$ cat src/rtl/cmmt_pkg.sv
// ----------------------------------------------------------------------------
// Cell min/max/mean tracker package
// Shared widths, metric codes and the sequencer state type.
// ----------------------------------------------------------------------------
package cmmt_pkg;

    // Number of tracked metrics and the width of a metric index.
    localparam int NUM_METRICS = 4;
    localparam int METRIC_W    = 2;

    // Fixed field widths of the stream payloads.
    localparam int TAG_W   = 6;
    localparam int POS_W   = 9;
    localparam int CELL_W  = 10;
    localparam int FIELD_W = 16;

    // Packed stream widths; the data widths are padded to whole bytes.
    localparam int S_TDATA_W = 80;
    localparam int M_TDATA_W = 80;
    localparam int M_TUSER_W = 2;

    typedef logic [METRIC_W-1:0] metric_t;

    // Metric codes.
    localparam metric_t METRIC_VOLTAGE     = 2'd0;
    localparam metric_t METRIC_TEMPERATURE = 2'd1;
    localparam metric_t METRIC_CHARGE      = 2'd2;
    localparam metric_t METRIC_HEALTH      = 2'd3;
    localparam metric_t METRIC_LAST        = METRIC_HEALTH;

    // Sequencer states of the top level.
    typedef enum logic [2:0] {
        ST_IDLE,
        ST_ACCUM,
        ST_DIV_START,
        ST_DIV_WAIT,
        ST_OUTPUT
    } state_t;

endpackage

$ cat src/rtl/cell_min_max_mean_tracker_unit.sv
// ----------------------------------------------------------------------------
// Cell min/max/mean tracker
// Per-cluster running extremes and averages of battery cell readings.
// ----------------------------------------------------------------------------
// Each accepted cell request is latched; a single compare-and-accumulate unit
// then steps through voltage, temperature, charge state and health state. A
// request with tlast set produces four results, one per metric; each result
// waits for the shared bit-serial divider and then holds until it is taken.
// The input side is not ready while any of this is in progress. After the
// fourth result all statistics are cleared for the next cluster.
// ----------------------------------------------------------------------------
module cell_min_max_mean_tracker_unit #(
    parameter int MAX_CELLS   = 512,
    parameter int SAMPLE_BITS = 16
) (
    input  logic                           aclk,
    input  logic                           aresetn,
    // Cell readings.
    input  logic                           s_tvalid,
    output logic                           s_tready,
    // From bit 0: cluster_number, cell_position, cell_voltage,
    // cell_temperature, cell_charge_state, cell_health_state, zero pad.
    input  logic [cmmt_pkg::S_TDATA_W-1:0] s_tdata,
    input  logic                           s_tlast,     // final_cell
    // Per-metric results.
    output logic                           m_tvalid,
    input  logic                           m_tready,
    // From bit 0: cluster_tag, max_value, max_cell, min_value, min_cell,
    // mean_value, zero pad.
    output logic [cmmt_pkg::M_TDATA_W-1:0] m_tdata,
    output logic [cmmt_pkg::M_TUSER_W-1:0] m_tuser,     // metric
    output logic                           m_tlast      // last_metric
);
    import cmmt_pkg::*;

    localparam int CNT_W = $clog2(MAX_CELLS + 1);
    localparam int SUM_W = SAMPLE_BITS + CNT_W;
    localparam logic [CNT_W-1:0]       CNT_LIMIT   = CNT_W'(MAX_CELLS);
    localparam logic [SAMPLE_BITS-1:0] SAMPLE_ONES = '1;

    // Sequencer.
    state_t  state_reg, state_next;
    metric_t metric_reg, metric_next;

    // Latched request.
    logic [TAG_W-1:0]       tag_reg;
    logic [CELL_W-1:0]      cell_no_reg;
    logic                   final_reg;
    logic                   take_reg;
    logic [SAMPLE_BITS-1:0] sample_reg [NUM_METRICS];

    // Running statistics.
    logic [SAMPLE_BITS-1:0] max_reg      [NUM_METRICS];
    logic [CELL_W-1:0]      max_cell_reg [NUM_METRICS];
    logic [SAMPLE_BITS-1:0] min_reg      [NUM_METRICS];
    logic [CELL_W-1:0]      min_cell_reg [NUM_METRICS];
    logic [SUM_W-1:0]       sum_reg      [NUM_METRICS];
    logic [CNT_W-1:0]       count_reg;

    // Output holding registers.
    logic [SAMPLE_BITS-1:0] out_max_reg;
    logic [CELL_W-1:0]      out_max_cell_reg;
    logic [SAMPLE_BITS-1:0] out_min_reg;
    logic [CELL_W-1:0]      out_min_cell_reg;
    logic [SAMPLE_BITS-1:0] out_mean_reg;

    logic                   s_accept;
    logic                   accum_en;
    logic                   clear_stats;
    logic                   load_out;
    logic                   div_start;
    logic                   div_done;
    logic [SUM_W-1:0]       div_quotient;

    logic [SAMPLE_BITS-1:0] cur_sample;
    logic                   upd_max;
    logic                   upd_min;
    logic [SUM_W-1:0]       sum_add;

    assign s_accept = s_tvalid && s_tready;

    // Capture the request; readings keep their low SAMPLE_BITS bits.
    always_ff @(posedge aclk) begin
        if (s_accept) begin
            tag_reg       <= s_tdata[5:0];
            cell_no_reg   <= {1'b0, s_tdata[14:6]} + 1'b1;
            final_reg     <= s_tlast;
            take_reg      <= (count_reg < CNT_LIMIT);
            sample_reg[0] <= s_tdata[15 +: SAMPLE_BITS];
            sample_reg[1] <= s_tdata[31 +: SAMPLE_BITS];
            sample_reg[2] <= s_tdata[47 +: SAMPLE_BITS];
            sample_reg[3] <= s_tdata[63 +: SAMPLE_BITS];
        end
    end

    // Shared compare-and-accumulate unit, working on one metric per cycle.
    always_comb begin
        cur_sample = sample_reg[metric_reg];
        upd_max    = (cur_sample > max_reg[metric_reg]);
        upd_min    = (cur_sample < min_reg[metric_reg]);
        sum_add    = sum_reg[metric_reg] + SUM_W'(cur_sample);
    end

    assign accum_en = (state_reg == ST_ACCUM) && take_reg;

    // Statistics registers: updated during accumulation, cleared after a run.
    always_ff @(posedge aclk) begin
        if (!aresetn || clear_stats) begin
            for (int m = 0; m < NUM_METRICS; m++) begin
                max_reg[m]      <= '0;
                max_cell_reg[m] <= '0;
                min_reg[m]      <= SAMPLE_ONES;
                min_cell_reg[m] <= '0;
                sum_reg[m]      <= '0;
            end
            count_reg <= '0;
        end else begin
            if (s_accept && (count_reg < CNT_LIMIT)) begin
                count_reg <= count_reg + 1'b1;
            end
            if (accum_en) begin
                if (upd_max) begin
                    max_reg[metric_reg]      <= cur_sample;
                    max_cell_reg[metric_reg] <= cell_no_reg;
                end
                if (upd_min) begin
                    min_reg[metric_reg]      <= cur_sample;
                    min_cell_reg[metric_reg] <= cell_no_reg;
                end
                sum_reg[metric_reg] <= sum_add;
            end
        end
    end

    // Shared divider for the per-metric averages.
    cmmt_div #(
        .DIVIDEND_W (SUM_W),
        .DIVISOR_W  (CNT_W)
    ) u_div (
        .aclk     (aclk),
        .aresetn  (aresetn),
        .start    (div_start),
        .dividend (sum_reg[metric_reg]),
        .divisor  (count_reg),
        .done     (div_done),
        .quotient (div_quotient)
    );

    // Load the result for the current metric once its average is ready.
    always_ff @(posedge aclk) begin
        if (load_out) begin
            out_max_reg      <= max_reg[metric_reg];
            out_max_cell_reg <= max_cell_reg[metric_reg];
            out_min_reg      <= min_reg[metric_reg];
            out_min_cell_reg <= min_cell_reg[metric_reg];
            out_mean_reg     <= div_quotient[SAMPLE_BITS-1:0];
        end
    end

    // State register.
    always_ff @(posedge aclk) begin
        if (!aresetn) begin
            state_reg  <= ST_IDLE;
            metric_reg <= METRIC_VOLTAGE;
        end else begin
            state_reg  <= state_next;
            metric_reg <= metric_next;
        end
    end

    // Next state and control outputs.
    always_comb begin
        state_next  = state_reg;
        metric_next = metric_reg;
        s_tready    = 1'b0;
        m_tvalid    = 1'b0;
        div_start   = 1'b0;
        load_out    = 1'b0;
        clear_stats = 1'b0;
        unique case (state_reg)
            ST_IDLE: begin
                s_tready = 1'b1;
                if (s_tvalid) begin
                    state_next  = ST_ACCUM;
                    metric_next = METRIC_VOLTAGE;
                end
            end
            ST_ACCUM: begin
                if (metric_reg == METRIC_LAST) begin
                    metric_next = METRIC_VOLTAGE;
                    state_next  = final_reg ? ST_DIV_START : ST_IDLE;
                end else begin
                    metric_next = metric_reg + 1'b1;
                end
            end
            ST_DIV_START: begin
                div_start  = 1'b1;
                state_next = ST_DIV_WAIT;
            end
            ST_DIV_WAIT: begin
                if (div_done) begin
                    load_out   = 1'b1;
                    state_next = ST_OUTPUT;
                end
            end
            ST_OUTPUT: begin
                m_tvalid = 1'b1;
                if (m_tready) begin
                    if (metric_reg == METRIC_LAST) begin
                        clear_stats = 1'b1;
                        metric_next = METRIC_VOLTAGE;
                        state_next  = ST_IDLE;
                    end else begin
                        metric_next = metric_reg + 1'b1;
                        state_next  = ST_DIV_START;
                    end
                end
            end
            default: begin
                state_next = ST_IDLE;
            end
        endcase
    end

    // Result packing.
    assign m_tdata = {6'b0,
                      FIELD_W'(out_mean_reg),
                      out_min_cell_reg,
                      FIELD_W'(out_min_reg),
                      out_max_cell_reg,
                      FIELD_W'(out_max_reg),
                      tag_reg};
    assign m_tuser = metric_reg;
    assign m_tlast = (metric_reg == METRIC_LAST);

endmodule

$ cat src/rtl/cmmt_div.sv
// ----------------------------------------------------------------------------
// Cell min/max/mean tracker divider
// Restoring unsigned divider that retires one quotient bit per cycle.
// ----------------------------------------------------------------------------
module cmmt_div #(
    parameter int DIVIDEND_W = 25,
    parameter int DIVISOR_W  = 10
) (
    input  logic                  aclk,
    input  logic                  aresetn,
    input  logic                  start,
    input  logic [DIVIDEND_W-1:0] dividend,
    input  logic [DIVISOR_W-1:0]  divisor,
    output logic                  done,
    output logic [DIVIDEND_W-1:0] quotient
);
    localparam int STEP_W = $clog2(DIVIDEND_W + 1);

    logic                  busy_reg;
    logic                  done_reg;
    logic [STEP_W-1:0]     step_reg;
    logic [DIVIDEND_W-1:0] quo_reg;
    logic [DIVISOR_W-1:0]  rem_reg;
    logic [DIVISOR_W-1:0]  divisor_reg;

    logic [DIVISOR_W:0]    trial;
    logic [DIVISOR_W:0]    diff;
    logic                  fits;

    // One trial subtraction: bring down the next dividend bit.
    always_comb begin
        trial = {rem_reg, quo_reg[DIVIDEND_W-1]};
        diff  = trial - {1'b0, divisor_reg};
        fits  = (trial >= {1'b0, divisor_reg});
    end

    // Control: step counter, busy flag and a one-cycle done pulse.
    always_ff @(posedge aclk) begin
        if (!aresetn) begin
            busy_reg <= 1'b0;
            done_reg <= 1'b0;
            step_reg <= '0;
        end else begin
            done_reg <= 1'b0;
            if (start) begin
                busy_reg <= 1'b1;
                step_reg <= STEP_W'(DIVIDEND_W);
            end else if (busy_reg) begin
                step_reg <= step_reg - 1'b1;
                if (step_reg == STEP_W'(1)) begin
                    busy_reg <= 1'b0;
                    done_reg <= 1'b1;
                end
            end
        end
    end

    // Datapath: the dividend shifts out as the quotient shifts in.
    always_ff @(posedge aclk) begin
        if (start) begin
            quo_reg     <= dividend;
            rem_reg     <= '0;
            divisor_reg <= divisor;
        end else if (busy_reg) begin
            quo_reg <= {quo_reg[DIVIDEND_W-2:0], fits};
            rem_reg <= fits ? diff[DIVISOR_W-1:0] : trial[DIVISOR_W-1:0];
        end
    end

    assign done     = done_reg;
    assign quotient = quo_reg;

endmodule

$ cat config.mk
export PLATFORM = sky130hd
export DESIGN_NAME = cell_min_max_mean_tracker_unit
export DESIGN_NICKNAME = d
export VERILOG_FILES = /design/src/rtl/cmmt_pkg.sv /design/src/rtl/cell_min_max_mean_tracker_unit.sv /design/src/rtl/cmmt_div.sv
export SDC_FILE = /design/constraint.sdc
export NUM_CORES = 1
export LEC_CHECK = 0
export BUFFER_PORTS_ARGS = -buffer_cell sky130_fd_sc_hd__buf_4
export CORE_UTILIZATION = 52
export DETAILED_ROUTE_END_ITERATION = 10
export PLACE_DENSITY = 0.7
export SLEW_MARGIN = 10
export SYNTH_ARGS = -nofsm -noshare
export SYNTH_HDL_FRONTEND = slang
export SYNTH_HIERARCHICAL = 1
export SYNTH_SLANG_ARGS = --single-unit
export TNS_END_PERCENT = 100
$ cat constraint.sdc
create_clock -name aclk -period 6.8 [get_ports aclk]
set_input_delay 0 -clock aclk [delete_from_list [all_inputs] [get_ports aclk]]
set_output_delay 0 -clock aclk [all_outputs]
set_load 0.1 [all_outputs]
==> out/qor.csv <==
metric,value,unit
outcome,finished clean,
Via density,5.90,
1st-pass router iterations,5,
Critical Path RT,7.11,ns
Die H,218,um
"commonest non-fill, non-tap cell in the layout",edfxtp_1,
Min-Delay Endpoint,sample_reg[2][5]$_DFFE_PP_,
syn avg cell area,14.3,um2
gr busiest metal,met2,
initial antenna violation count,2,
Hold Path Cell Cnt,2,
CTS tree,yes,
synth warn,6,
Clock Path Buffers,3,
power per cell area,269,nW/um2
die area,47300,um2
Setup TNS,0,ns
Slew HR,19.0,%
share of cells above drive strength 1,21.4,%
met2 usage,40.7,%
Clock transition at path regs,0.06,ns
"Seq/Total Area, Yosys",64.7,%
Final ANT Viol Nets,0,
GRT Util Overall,24.1,%
pin slew with the least headroom to its limit,1.21,ns
placed cell count,2379,
fillers,3342,
min-delay src,s_tdata[52],
leading area contributor after synthesis,edfxtp_1,
Synth cell types,76,
HPWL after DPL,33.4,mm
Clock Latency Late Sink,0.61,ns
largest net degree at the start of global routing,105,
global-route wire length before repair,86.5,mm
via count,15119,
CP Class,reg2reg,
"Arr. time, crit path",5.15,ns
"Hold Vio Cnt, Final",0,
peak fanout along the critical path,61,
"Async S/R FF share, synth",0,%
setup bufs post-CTS,0,
initial core utilization,53.0,%
Critical Path Slowest Stage Cell,dfxtp_4,
number of global-route vias before repair,15239,
r2r setup slk,1.96,ns
CTS resizes,0,
Post-Syn Area,24200,um2
Final #Nets,2070,
Tcrit/Tclk final,71.2,%
grt met3 use,3.96,%
# setup viols final,0,
global routing usage on met1,31.4,%
Core ar.,45600,um2
Setup crit end kind,flip-flop,
DRC Markers,0,
Ports,170,
final std cells w/o fill,2563,
Peak Freq,0.206,GHz
most frequent cells in the layout,"edfxtp_1 (498), buf_4 (193), nand2_1 (129)",
minimum clock period,4.84,ns
max reg flops,104,
H-tree depth,2,
Bufs and invs on worst path,4,
# port buffers,162,
CP startpoint kind,flip-flop,
DR iter-0 viols,1172,
Post-Synthesis Cells,1691,
CTS Sinks,532,
row count,78,
"Top FF cell, synth",edfxtp_1,
clk_skew,0.0224,ns
Peak VDD IR,220,uV
final total power,0.00769,W
Routability Congestion,0.820,
crit path cell chain,buf_12 > mux4_2 > inv_1 > ha_1 > nor2b_1 > o21a_1 > o21a_1 > o21ai_0 > o2111a_4 > buf_4 > o31ai_4 > buf_4,
synthesized flop and latch total,532,
DRT Wirelength,55.9,mm
max-slew violation count,0,
WL/cell,21.8,um
die extent in x,218,um
Num CTS Buffers,52,
Syn-to-layout area delta,18.4,%
leak pwr,10.2,nW
CP top delay family,buffers and inverters,
Critical R2R Capture,max_cell_reg[0][4]$_SDFFCE_PN0P_,
hold slack final,0.110,ns
"EDFF count, synth",498,
worst hold path class,in2reg,
Worst Reg2Reg Path Length in Cells,12,
Post-CTS Hold Buffers,88,
total gr overflow,0,
"top cells by area, synth","edfxtp_1 (62%), mux4_2 (8.7%), ha_1 (3.2%), dfxtp_1 (2.8%), nand2_1 (2.0%)",
Synth top area share,61.9,%
RSZ-0062 raised after global routing,no,
clock root cell,clkbuf_16,
max-cap violation count,0,
crit-path max cell delay,0.90,ns
## cell type report
class,instances,area (um2),area share (%)
tap,600,751,2.63
antenna,2,5.00,0.0175
sequential,532,15600,54.7
clock buffer,71,1460,5.09
inverter,66,249,0.871
timing repair buffer,283,2370,8.29
multi-input combinational,986,7940,27.7
clock inverter,23,189,0.661
## metrics by stage
stage	utilization, %	instance area (um2)	setup WS, ns
2_1_floorplan	-	24200	1.01
3_3_place_gp	57.2	26100	1.95
3_5_place_dp	57.2	26100	1.93
4_1_cts	62.7	28600	1.90
5_1_grt	62.7	28600	1.66
6_report	62.7	28600	1.96
## layer usage
metal | wire length (um) | vias to the layer above
met5 | 0 | -
met4 | 1650 | 0
met3 | 3670 | 98
met2 | 28100 | 569
met1 | 22500 | 7527
li1 | - | 6925
## Yosys cell counts, drive strengths merged, types with 3 or more instances
master     n
nand2    129
xor2      15
inv       66
nor2b     11
a31oi      5
nand4     12
nor3      90
or4       20
and2      16
o21bai     4
o211ai     3
mux2      27
a21oi     50
nor2     124
nand3b    31
buf       34
nand4b     3
dfxtp     34
o311ai     3
a21o      20
clkbuf    78
o21a       4
nand3     33
edfxtp   498
ha        62
nand2b    12
mux2i      3
nor4       7
and3      43
o2111ai    4
nor3b     28
xnor2     23
mux4      93
o31ai      5
a311o      3
a211oi     9
o21ai     27
a311oi     5
or3       22
## how the worst max path moves through the flow
stage | from | end | slack [ns] | cells after the start
finish | flip-flop | max_cell_reg[0][4]$_SDFFCE_PN0P_ | 1.96 | 12
global route | flip-flop | max_cell_reg[0][6]$_SDFFCE_PN0P_ | 1.66 | 12
CTS | flip-flop | min_reg[0][7]$_SDFFCE_PN1P_ | 1.90 | 11
detailed placement | flip-flop | max_cell_reg[0][4]$_SDFFCE_PN0P_ | 1.93 | 12
global placement | flip-flop | min_reg[0][9]$_SDFFCE_PN1P_ | 1.95 | 11
floorplan | flip-flop | max_cell_reg[3][0]$_DFFE_PP_ | 1.01 | 15
## logic make-up after synthesis
family,share of synthesized area [%]
AND/OR/NAND/NOR,12.7
flip-flops,64.7
buffers and inverters,3.06
AO/OA/AOI/OAI,4.65
multiplexers,10.1
adder cells (fa/ha/maj),3.38
XOR/XNOR,1.38
other,0.0155
## report_power, final
part	total [W]	internal, W	switching, W
sequential	0.00382	0.00374	0.0000747
combinational	0.00106	0.000399	0.000662
clock	0.00282	0.00160	0.00121
total	0.00769	0.00574	0.00195
## worst register-to-register path, stage by stage, from the launching register on
cell and delay [ns]:
dfxtp_4 0.90, buf_12 0.33, mux4_2 0.61, inv_1 0.08, ha_1 0.23, nor2b_1 0.14
o21a_1 0.16, o21a_1 0.16, o21ai_0 0.20, o2111a_4 0.64, buf_4 0.66, o31ai_4 0.13
buf_4 0.29
No activity file was read; power rests on OpenSTA's default activity.
